$ cat src/sv/nsfp_pkg.sv
// Shared types, constants and decode functions for the NMEA sentence field parser.
`default_nettype none

package nsfp_pkg;

  localparam int FIELD_CHARS_DEF = 16;
  localparam int NUM_SLOTS       = 15;

  localparam logic [3:0] NO_SLOT   = 4'd15;
  localparam logic [3:0] VIEW_SLOT = 4'd14;

  localparam logic [4:0] NO_FIELD   = 5'd31;
  localparam logic [4:0] LAST_FIELD = 5'd30;

  // header_count value once talker and four header letters are consumed
  localparam logic [2:0] HDR_BODY = 3'd5;

  localparam logic [7:0] CH_DOLLAR = 8'h24;
  localparam logic [7:0] CH_STAR   = 8'h2A;
  localparam logic [7:0] CH_COMMA  = 8'h2C;
  localparam logic [7:0] CH_ZERO   = 8'h30;
  localparam logic [7:0] CH_NINE   = 8'h39;

  // header letters packed first letter in the low byte
  localparam logic [31:0] HDR_PRMC = 32'h434D5250;
  localparam logic [31:0] HDR_NRMC = 32'h434D524E;
  localparam logic [31:0] HDR_PGGA = 32'h41474750;
  localparam logic [31:0] HDR_NGGA = 32'h4147474E;
  localparam logic [31:0] HDR_PVTG = 32'h47545650;
  localparam logic [31:0] HDR_NVTG = 32'h4754564E;
  localparam logic [31:0] HDR_PGSV = 32'h56534750;
  localparam logic [31:0] HDR_LGSV = 32'h5653474C;

  typedef enum logic {
    OP_FEED = 1'b0,
    OP_READ = 1'b1
  } op_t;

  typedef enum logic [2:0] {
    KIND_NONE  = 3'd0,
    KIND_RMC   = 3'd1,
    KIND_GGA   = 3'd2,
    KIND_GPVTG = 3'd3,
    KIND_GNVTG = 3'd4,
    KIND_GPGSV = 3'd5,
    KIND_GLGSV = 3'd6
  } kind_t;

  typedef struct packed {
    logic [2:0] sentence_event;
    logic [7:0] read_char;
    logic [3:0] read_length;
    logic [7:0] gps_sats;
    logic [7:0] glonass_sats;
  } result_t;

  typedef struct packed {
    logic full;
    logic pop;
  } buf_status_t;

  function automatic kind_t classify(input logic [31:0] w);
    kind_t k;
    case (w)
      HDR_PRMC, HDR_NRMC: k = KIND_RMC;
      HDR_PGGA, HDR_NGGA: k = KIND_GGA;
      HDR_PVTG:           k = KIND_GPVTG;
      HDR_NVTG:           k = KIND_GNVTG;
      HDR_PGSV:           k = KIND_GPGSV;
      HDR_LGSV:           k = KIND_GLGSV;
      default:            k = KIND_NONE;
    endcase
    return k;
  endfunction

  // slot a field of a sentence lands in, NO_SLOT when dropped
  function automatic logic [3:0] slot_of(input kind_t kind, input logic [4:0] field);
    logic [3:0] s;
    s = NO_SLOT;
    case (kind)
      KIND_RMC: begin
        if (field <= 5'd8) s = field[3:0];
      end
      KIND_GGA: begin
        if (field == 5'd6) s = 4'd9;
        else if (field == 5'd8) s = 4'd10;
      end
      KIND_GPVTG, KIND_GNVTG: begin
        if (field == 5'd0) s = 4'd11;
        else if (field == 5'd1) s = 4'd12;
        else if (field == 5'd4) s = 4'd13;
      end
      KIND_GPGSV, KIND_GLGSV: begin
        if (field == 5'd2) s = VIEW_SLOT;
      end
      default: s = NO_SLOT;
    endcase
    return s;
  endfunction

endpackage

`default_nettype wire

$ cat src/sv/nsfp_skid.sv
// Two-entry result buffer between the memory read stage and the result port.
`default_nettype none

module nsfp_skid (
  input  wire                   clk,
  input  wire                   rst_n,
  input  wire                   push,
  input  nsfp_pkg::result_t     push_data,
  output nsfp_pkg::buf_status_t status,
  output logic                  out_valid,
  input  wire                   out_stall,
  output nsfp_pkg::result_t     out_data
);

  nsfp_pkg::result_t ent_r [2];
  logic              wr_ptr_r, wr_ptr_nxt;
  logic              rd_ptr_r, rd_ptr_nxt;
  logic [1:0]        cnt_r, cnt_nxt;
  logic              pop;

  assign out_valid   = (cnt_r != 2'd0);
  assign out_data    = ent_r[rd_ptr_r];
  assign pop         = out_valid && !out_stall;
  assign status.full = (cnt_r == 2'd2);
  assign status.pop  = pop;

  always_comb begin
    wr_ptr_nxt = wr_ptr_r;
    rd_ptr_nxt = rd_ptr_r;
    cnt_nxt    = cnt_r;
    if (push) begin
      wr_ptr_nxt = ~wr_ptr_r;
    end
    if (pop) begin
      rd_ptr_nxt = ~rd_ptr_r;
    end
    if (push && !pop) begin
      cnt_nxt = cnt_r + 2'd1;
    end else if (pop && !push) begin
      cnt_nxt = cnt_r - 2'd1;
    end
  end

  always_ff @(posedge clk) begin
    if (!rst_n) begin
      wr_ptr_r <= 1'b0;
      rd_ptr_r <= 1'b0;
      cnt_r    <= 2'd0;
    end else begin
      wr_ptr_r <= wr_ptr_nxt;
      rd_ptr_r <= rd_ptr_nxt;
      cnt_r    <= cnt_nxt;
    end
  end

  always_ff @(posedge clk) begin
    if (push) begin
      ent_r[wr_ptr_r] <= push_data;
    end
  end

endmodule

`default_nettype wire

$ cat src/sv/nmea_sentence_field_parser.sv
// NMEA sentence field parser: byte decoder, field store memory and result buffer.
// An accepted beat reads field_store into mem_q_r and waits in the read stage, then goes
// to the result buffer, which offers it on the result port. Throughput: one beat per
// cycle while in_stall is low; field_store is single ported, one write or read a beat.
// Reset (rst_n low, synchronous) idles the decoder and clears slot lengths and counts;
// field_store needs no clearing pass, a character is only returned below its slot length.
`default_nettype none

module nmea_sentence_field_parser #(
  parameter int FIELD_CHARS = nsfp_pkg::FIELD_CHARS_DEF
) (
  input  wire        clk,
  input  wire        rst_n,
  // input channel
  input  wire        in_valid,
  output logic       in_stall,
  input  wire        in_opcode,
  input  wire  [7:0] in_rx_byte,
  input  wire  [3:0] in_read_slot,
  input  wire  [3:0] in_read_pos,
  // result channel
  output logic       out_valid,
  input  wire        out_stall,
  output logic [2:0] out_sentence_event,
  output logic [7:0] out_read_char,
  output logic [3:0] out_read_length,
  output logic [7:0] out_gps_sats_in_view,
  output logic [7:0] out_glonass_sats_in_view
);

  // characters kept per field: one short of the slot, and never above what 4 bits count
  localparam int MAX_STORED = (FIELD_CHARS - 1) < 15 ? (FIELD_CHARS - 1) : 15;
  localparam int DEPTH      = nsfp_pkg::NUM_SLOTS * FIELD_CHARS;
  localparam int AW         = $clog2(DEPTH);

  // ---------------------------------------------------------------------------
  // Decoder state
  // ---------------------------------------------------------------------------
  logic              line_active_r, line_active_nxt;
  logic [2:0]        hdr_cnt_r, hdr_cnt_nxt;
  logic [23:0]       hdr_r, hdr_nxt;            // first three header letters
  nsfp_pkg::kind_t   kind_r, kind_nxt;
  logic [4:0]        field_idx_r, field_idx_nxt;
  logic [3:0]        char_pos_r, char_pos_nxt;
  logic [3:0]        len_r   [nsfp_pkg::NUM_SLOTS];
  logic [3:0]        len_nxt [nsfp_pkg::NUM_SLOTS];
  logic [7:0]        view_acc_r, view_acc_nxt;
  logic              digits_run_r, digits_run_nxt;
  logic [7:0]        gps_r, gps_nxt;
  logic [7:0]        glo_r, glo_nxt;

  // field_store: single port, registered read data
  logic [7:0]        mem [DEPTH];
  logic [7:0]        mem_q_r;
  logic              mem_we;
  logic              mem_re;
  logic [AW-1:0]     mem_addr;
  logic [3:0]        mem_slot;
  logic [3:0]        mem_pos;

  // read stage: one beat waiting on the memory read data
  logic              s1_valid_r, s1_valid_nxt;
  logic [2:0]        s1_event_r;
  logic [3:0]        s1_len_r;
  logic              s1_char_ok_r;
  logic [7:0]        s1_gps_r;
  logic [7:0]        s1_glo_r;

  logic              accept;
  logic              is_read;
  logic [7:0]        b;
  logic [4:0]        idx_comma;
  logic [3:0]        slot_cur;
  logic [3:0]        slot_comma;
  logic              is_digit;
  logic [3:0]        digit;
  logic [11:0]       acc_prod;
  logic [2:0]        event_val;
  logic [3:0]        rd_len;
  logic              rd_char_ok;

  nsfp_pkg::buf_status_t buf_st;
  nsfp_pkg::result_t     push_data;
  nsfp_pkg::result_t     out_data;
  logic                  push;

  // Stall only when the read stage and both buffer entries are taken; no
  // combinational path from out_stall.
  assign in_stall = s1_valid_r && buf_st.full;
  assign accept   = in_valid && !in_stall;
  assign is_read  = (in_opcode == nsfp_pkg::OP_READ);
  assign b        = in_rx_byte;

  // field index after a comma, saturating at the last one
  always_comb begin
    if (field_idx_r == nsfp_pkg::NO_FIELD) begin
      idx_comma = 5'd0;
    end else if (field_idx_r < nsfp_pkg::LAST_FIELD) begin
      idx_comma = field_idx_r + 5'd1;
    end else begin
      idx_comma = field_idx_r;
    end
  end

  assign slot_cur   = nsfp_pkg::slot_of(kind_r, field_idx_r);
  assign slot_comma = nsfp_pkg::slot_of(kind_r, idx_comma);

  // satellites-in-view digits, saturated at 255
  assign is_digit = (b >= nsfp_pkg::CH_ZERO) && (b <= nsfp_pkg::CH_NINE);
  assign digit    = 4'(b - nsfp_pkg::CH_ZERO);
  assign acc_prod = {4'd0, view_acc_r} * 12'd10 + {8'd0, digit};

  // read path: length from the flop array, character from the memory
  always_comb begin
    rd_len = 4'd0;
    if (in_read_slot != nsfp_pkg::NO_SLOT) begin
      rd_len = len_r[in_read_slot];
    end
  end
  assign rd_char_ok = (in_read_pos < rd_len);

  // ---------------------------------------------------------------------------
  // Byte decoder
  // ---------------------------------------------------------------------------
  always_comb begin
    line_active_nxt = line_active_r;
    hdr_cnt_nxt     = hdr_cnt_r;
    hdr_nxt         = hdr_r;
    kind_nxt        = kind_r;
    field_idx_nxt   = field_idx_r;
    char_pos_nxt    = char_pos_r;
    len_nxt         = len_r;
    view_acc_nxt    = view_acc_r;
    digits_run_nxt  = digits_run_r;
    gps_nxt         = gps_r;
    glo_nxt         = glo_r;
    event_val       = nsfp_pkg::KIND_NONE;
    mem_we          = 1'b0;
    mem_re          = 1'b0;
    mem_slot        = in_read_slot;
    mem_pos         = in_read_pos;

    if (accept && is_read) begin
      mem_re = rd_char_ok;
    end else if (accept) begin
      if (b == nsfp_pkg::CH_DOLLAR) begin
        // restart anywhere, even mid header or mid field
        line_active_nxt = 1'b1;
        hdr_cnt_nxt     = 3'd0;
        hdr_nxt         = 24'd0;
        kind_nxt        = nsfp_pkg::KIND_NONE;
        field_idx_nxt   = nsfp_pkg::NO_FIELD;
        char_pos_nxt    = 4'd0;
      end else if (line_active_r) begin
        if (hdr_cnt_r != nsfp_pkg::HDR_BODY) begin
          // talker letter, then four header letters; any byte counts
          hdr_cnt_nxt = hdr_cnt_r + 3'd1;
          case (hdr_cnt_r)
            3'd1: hdr_nxt[7:0]   = b;
            3'd2: hdr_nxt[15:8]  = b;
            3'd3: hdr_nxt[23:16] = b;
            3'd4: begin
              kind_nxt = nsfp_pkg::classify({b, hdr_r});
              if (nsfp_pkg::classify({b, hdr_r}) == nsfp_pkg::KIND_NONE) begin
                line_active_nxt = 1'b0;
              end
            end
            default: hdr_nxt = hdr_r;
          endcase
        end else if (b == nsfp_pkg::CH_STAR) begin
          event_val       = kind_r;
          line_active_nxt = 1'b0;
          if (kind_r == nsfp_pkg::KIND_GPGSV) begin
            gps_nxt = view_acc_r;
          end else if (kind_r == nsfp_pkg::KIND_GLGSV) begin
            glo_nxt = view_acc_r;
          end
        end else if (b == nsfp_pkg::CH_COMMA) begin
          field_idx_nxt = idx_comma;
          char_pos_nxt  = 4'd0;
          if (slot_comma != nsfp_pkg::NO_SLOT) begin
            len_nxt[slot_comma] = 4'd0;
            if (slot_comma == nsfp_pkg::VIEW_SLOT) begin
              view_acc_nxt   = 8'd0;
              digits_run_nxt = 1'b1;
            end
          end
        end else if (field_idx_r != nsfp_pkg::NO_FIELD &&
                     slot_cur != nsfp_pkg::NO_SLOT &&
                     char_pos_r < 4'(MAX_STORED)) begin
          mem_we            = 1'b1;
          mem_slot          = slot_cur;
          mem_pos           = char_pos_r;
          char_pos_nxt      = char_pos_r + 4'd1;
          len_nxt[slot_cur] = char_pos_r + 4'd1;
          if (slot_cur == nsfp_pkg::VIEW_SLOT && digits_run_r) begin
            if (is_digit) begin
              view_acc_nxt = (acc_prod > 12'd255) ? 8'd255 : acc_prod[7:0];
            end else begin
              digits_run_nxt = 1'b0;
            end
          end
        end
      end
    end
  end

  // slot * FIELD_CHARS + position; only used in range
  assign mem_addr = AW'(mem_slot) * AW'(FIELD_CHARS) + AW'(mem_pos);

  always_ff @(posedge clk) begin
    if (mem_we) begin
      mem[mem_addr] <= b;
    end
    if (mem_re) begin
      mem_q_r <= mem[mem_addr];
    end
  end

  always_ff @(posedge clk) begin
    if (!rst_n) begin
      line_active_r <= 1'b0;
      hdr_cnt_r     <= 3'd0;
      kind_r        <= nsfp_pkg::KIND_NONE;
      field_idx_r   <= nsfp_pkg::NO_FIELD;
      char_pos_r    <= 4'd0;
      view_acc_r    <= 8'd0;
      digits_run_r  <= 1'b1;
      gps_r         <= 8'd0;
      glo_r         <= 8'd0;
      for (int i = 0; i < nsfp_pkg::NUM_SLOTS; i++) begin
        len_r[i] <= 4'd0;
      end
    end else begin
      line_active_r <= line_active_nxt;
      hdr_cnt_r     <= hdr_cnt_nxt;
      kind_r        <= kind_nxt;
      field_idx_r   <= field_idx_nxt;
      char_pos_r    <= char_pos_nxt;
      view_acc_r    <= view_acc_nxt;
      digits_run_r  <= digits_run_nxt;
      gps_r         <= gps_nxt;
      glo_r         <= glo_nxt;
      len_r         <= len_nxt;
    end
  end

  // header letters are payload, overwritten before use
  always_ff @(posedge clk) begin
    hdr_r <= hdr_nxt;
  end

  // ---------------------------------------------------------------------------
  // Read stage: holds while the buffer is full and no entry pops, mem_q_r holds
  // with it since no beat is accepted then.
  // ---------------------------------------------------------------------------
  assign push = s1_valid_r && (!buf_st.full || buf_st.pop);

  always_comb begin
    s1_valid_nxt = s1_valid_r;
    if (accept) begin
      s1_valid_nxt = 1'b1;
    end else if (push) begin
      s1_valid_nxt = 1'b0;
    end
  end

  always_ff @(posedge clk) begin
    if (!rst_n) begin
      s1_valid_r <= 1'b0;
    end else begin
      s1_valid_r <= s1_valid_nxt;
    end
  end

  always_ff @(posedge clk) begin
    if (accept) begin
      s1_event_r   <= event_val;
      s1_len_r     <= is_read ? rd_len : 4'd0;
      s1_char_ok_r <= is_read && rd_char_ok;
      s1_gps_r     <= gps_nxt;
      s1_glo_r     <= glo_nxt;
    end
  end

  always_comb begin
    push_data.sentence_event = s1_event_r;
    push_data.read_char      = s1_char_ok_r ? mem_q_r : 8'd0;
    push_data.read_length    = s1_len_r;
    push_data.gps_sats       = s1_gps_r;
    push_data.glonass_sats   = s1_glo_r;
  end

  nsfp_skid u_skid (
    .clk       (clk),
    .rst_n     (rst_n),
    .push      (push),
    .push_data (push_data),
    .status    (buf_st),
    .out_valid (out_valid),
    .out_stall (out_stall),
    .out_data  (out_data)
  );

  assign out_sentence_event       = out_data.sentence_event;
  assign out_read_char            = out_data.read_char;
  assign out_read_length          = out_data.read_length;
  assign out_gps_sats_in_view     = out_data.gps_sats;
  assign out_glonass_sats_in_view = out_data.glonass_sats;

endmodule

`default_nettype wire

$ cat config.mk
export PLATFORM = sky130hd
export DESIGN_NAME = nmea_sentence_field_parser
export DESIGN_NICKNAME = d
export VERILOG_FILES = /design/src/sv/nsfp_pkg.sv /design/src/sv/nsfp_skid.sv /design/src/sv/nmea_sentence_field_parser.sv
export SDC_FILE = /design/constraint.sdc
export NUM_CORES = 2
export LEC_CHECK = 0
export ABC_AREA = 1
export BUFFER_PORTS_ARGS = -buffer_cell sky130_fd_sc_hd__buf_2
export CORE_ASPECT_RATIO = 1.75
export CORE_UTILIZATION = 55
export CTS_CLUSTER_SIZE = 16
export DETAILED_ROUTE_END_ITERATION = 6
export HOLD_SLACK_MARGIN = 0.15
export PLACE_DENSITY_LB_ADDON = 0.1
export SLEW_MARGIN = 20
export SYNTH_ARGS = -nofsm -noshare
export SYNTH_HDL_FRONTEND = slang
export SYNTH_SLANG_ARGS = --single-unit
$ cat constraint.sdc
create_clock -name clk -period 4.85 [get_ports clk]
set_clock_uncertainty 0.1 [all_clocks]
set_input_delay 0 -clock clk [delete_from_list [all_inputs] [get_ports clk]]
set_output_delay 0 -clock clk [all_outputs]
set_load 0.02 [all_outputs]
==> summary.md <==
| Metric | Value |
|---|---|
| CP cell instances | inv_1 -> ha_1 -> nand2_1 -> inv_1 -> nand4_1 -> nor3_1 -> buf_4 -> nand3_4 -> nand2_4 -> nand2_8 -> buf_12 -> nand2_1 -> nand2_1 -> nand2_1 -> nand2_1 -> nand2_1 -> nand2_1 -> o21ai_0 -> nand2_1 -> nor2_1 -> nor2_1 -> nor2_1 -> nand2_1 |
| Finished Core Util | between 60% and 70% |
| GRT Resource Usage Total | between 30 and 40% |
| First-pass GRT wire length | 406 mm |
| WS Path Type | register to register |
| R2R depth | 23 |
| Maximum vdd ir drop | 0.289 mV |
| ANT nets after route | 0 |
| Yosys top cell area share | 66.7% |
| Yosys reg bits | 2145 |
| Final wirelength | 275 mm |
| FF-to-FF End | mem_q_r[0] |
| Share of synthesized registers carrying an async set or reset | 0% |
| Vias in the first global route | 63200 |
| Nets | 9351 |
| Vias per cell | roughly 5.6 |
| Drt wl/cell | 23.7 um |
| Slew margin rel. | 22.6% |
| Buffer and inverter count on the worst path | 4 |
| Critical Path AT | 5210 ps |
| Final worst path period need | between 4000 and 5000 ps |
| Synthesized Nets | 9078 |
| RePlAce Congestion | 0.966 |
| Top cells by area, synth | edfxtp_1 (67%), nand2_1 (20%), dfxtp_1 (2.3%) |
| Via count | 64800 |
| Slew Limit Fails | 0 |
| Worst-margin pin slew | about 1200 ps |
| Design area | 103000 um2 |
| WP data required | 5320 ps |
| PwrDens | 374 nW/um2 |
| Worst hold path depth | 4 |
| Port-buffer cells | 53 |
| Largest net degree at the start of global routing | 184 |
| Final Hold Vio Count | 0 |
| Die area | 168000 um2 |
| RSZ-0062 raised after global routing | true |
| Chip width | just over 300 um |
| Grt ovf | 0 |
| Initial DRT Pass Iterations | 7 |
| Synth Flop Type | edfxtp_1 |
| Failing checks | design-rule violations |
| Commonest non-fill, non-tap cell in the layout | nand2_1 |
| CP most frequent cell | nand2_1 |
| Worst setup startpoint | hdr_cnt_r[1] |
| Initial antenna violation count | 7 |
| WL met3 | 15.4 mm |
| # clock sinks | 2145 |
| Share of cells above drive strength 1 | 9.18% |
| Seq/Total Area, Yosys | 69.1% |
| DRC violations left | 1 |
| Max_cap viols | 0 |
| # rows | 197 |
| Worst-path fanout max | 141 |
| CTS max path bufs | 4 |
| I/O Pins | between 50 and 60 |
| Total clock buffers created by CTS | roughly 200 |
| Worst setup EP type | register |
| Setup Total Neg Slack | 0 ps |
| Max frequency | 0.211 GHz |
| CTS clk-pin slew, worst paths | 70 ps |
| Most frequent cells in the layout | nand2_1 (4872), edfxtp_1 (2038), nor2_1 (514) |
| Placed wire-length estimate | 177 mm |
| Biggest cell delay along the critical path | 640 ps |
| Leak Pwr | between 40 and 50 nW |
| Syn Inst Count | 9025 |
| Met1 Wirelength | roughly 97 mm |
| Top sig layer | met5 |
| Hold_sp | rst_n |
| Dpl cell area | 96300 um2 |
| Synth warn | 0 |
| Critical path's slowest cell | o21ai_0 |
| Layout area overhead | 12.4% |
| Worst Hold Class | input port to register |
| Met2 wire length | about 140 mm |
| Core Region | 165000 um2 |
| Status | complete, but fails checks |
| Non-filler cells in the finished layout | 11600 |
| Reg2Reg Launch Point | hdr_cnt_r[1] |
| CTS tree | yes |
| Reg2reg setup slack | 100 ps |
| Mapped cell area | 91700 um2 |
| Avg Inst Size Synth | 10.2 um2 |
| Post-synth EDFFs | 2038 |
| Post-placement cell count | 11200 |
| Distinct cells, synth | 51 |
| Clk root buf | clkbuf_16 |
| Initial Util | 55.5% |
| 1st-iter DRT viols | 5996 |
| H-Tree Depth | 4 |
| CP top delay family | simple AND/OR/NAND/NOR gates |
| Fin crit share | 97.9% |
| Die height | 542 um |
| Final setup viols | 0 |
| Synth area leader | edfxtp_1 |
| Worst setup SP type | register |
| Clock Latency Late Sink | around 860 ps |
[worst max-delay path by stage]
stage | endpoint | slack (ps) | depth (start not counted)
global route | mem_q_r[2] | -20 | 26
global placement | mem_q_r[7] | 100 | 22
finish | mem_q_r[0] | 100 | 23
floorplan | mem[199][0] | 930 | 18
CTS | mem_q_r[7] | 50 | 23
detailed placement | mem_q_r[7] | 60 | 23
[flip-flops by register name (all words and copies together) (netlist names), 4 cells and up, named ones only]
name and cells:
view_acc_r 8, len_r 60, s1_gps_r 8, u_skid.ent_r 62, char_pos_r 4, mem_q_r 8, s1_glo_r 8, hdr_r 24
gps_r 8, field_idx_r 5, mem 1920, glo_r 8, s1_len_r 4
[worst min-delay path, delay by kind of cell]
family,cells,cell delay [ps]
simple gates,1,170
buf+inv,3,920
[what timing repair did]
action,CTS,global route
hold buffers,41,0
hold endpoints to repair,832,0
buffers inserted,0,2
endpoints found under the setup margin,0,202
gates resized for setup,0,15
[report_power, final]
group          leakage, nW  internal [mW]  total, mW  switching [mW]
combinational         19.6          0.677       2.67            1.99
clock                 3.06           8.81       15.5            6.73
sequential            19.2           20.3       20.4          0.0326
[metrics by stage]
stage                     hold WS (ps)  setup WS, ps  power [mW]
after floorplan                  -1.13           927        22.2
after global placement             186          95.9        23.4
after detailed placement           183          59.2        23.4
after CTS                          160          46.5        38.8
after global routing               243         -22.0        39.6
final                              210           104        38.6
[cells in the mapped netlist, types with 16 or more instances]
cell,number
nor2_1,523
mux2_2,31
inv_2,23
edfxtp_1,2038
ha_1,30
a21oi_1,145
nand3_1,259
nand4_1,48
buf_6,31
o21ai_0,97
inv_1,169
o21ai_1,90
buf_2,279
buf_4,16
dfxtp_1,107
nor3_1,19
nand2_1,4872
clkbuf_1,125
[final cells by class]
cell class                      count  area, um2
Sequential cell                  2145      63300
Clock inverter                     96       1080
Tap cell                         2189       2740
Inverter                          193        724
Fill cell                       13500      62100
Timing Repair Buffer              540       4620
Antenna cell                        4       10.0
Multi-Input combinational cell   6223      25300
Clock buffer                      251       5220
[per-layer routing]
layer | vias to the layer above | track usage (%)
li1 | 30200 | -
met1 | 31500 | 36.7
met2 | 2401 | 58.2
met3 | 706 | 3.82
met4 | 4 | 22.0
met5 | - | 0
[logic make-up after synthesis]
kind of cell / synth area share (%)
AOI/OAI and AO/OA: 2.26
xor gates and xnor gates: 0.0860
adders and majority gates: 0.453
buffers and inverters: 3.39
DFF: 69.1
muxes: 0.435
and+or+nand+nor: 24.3
Note: power is estimated with default switching activity, not from simulation.
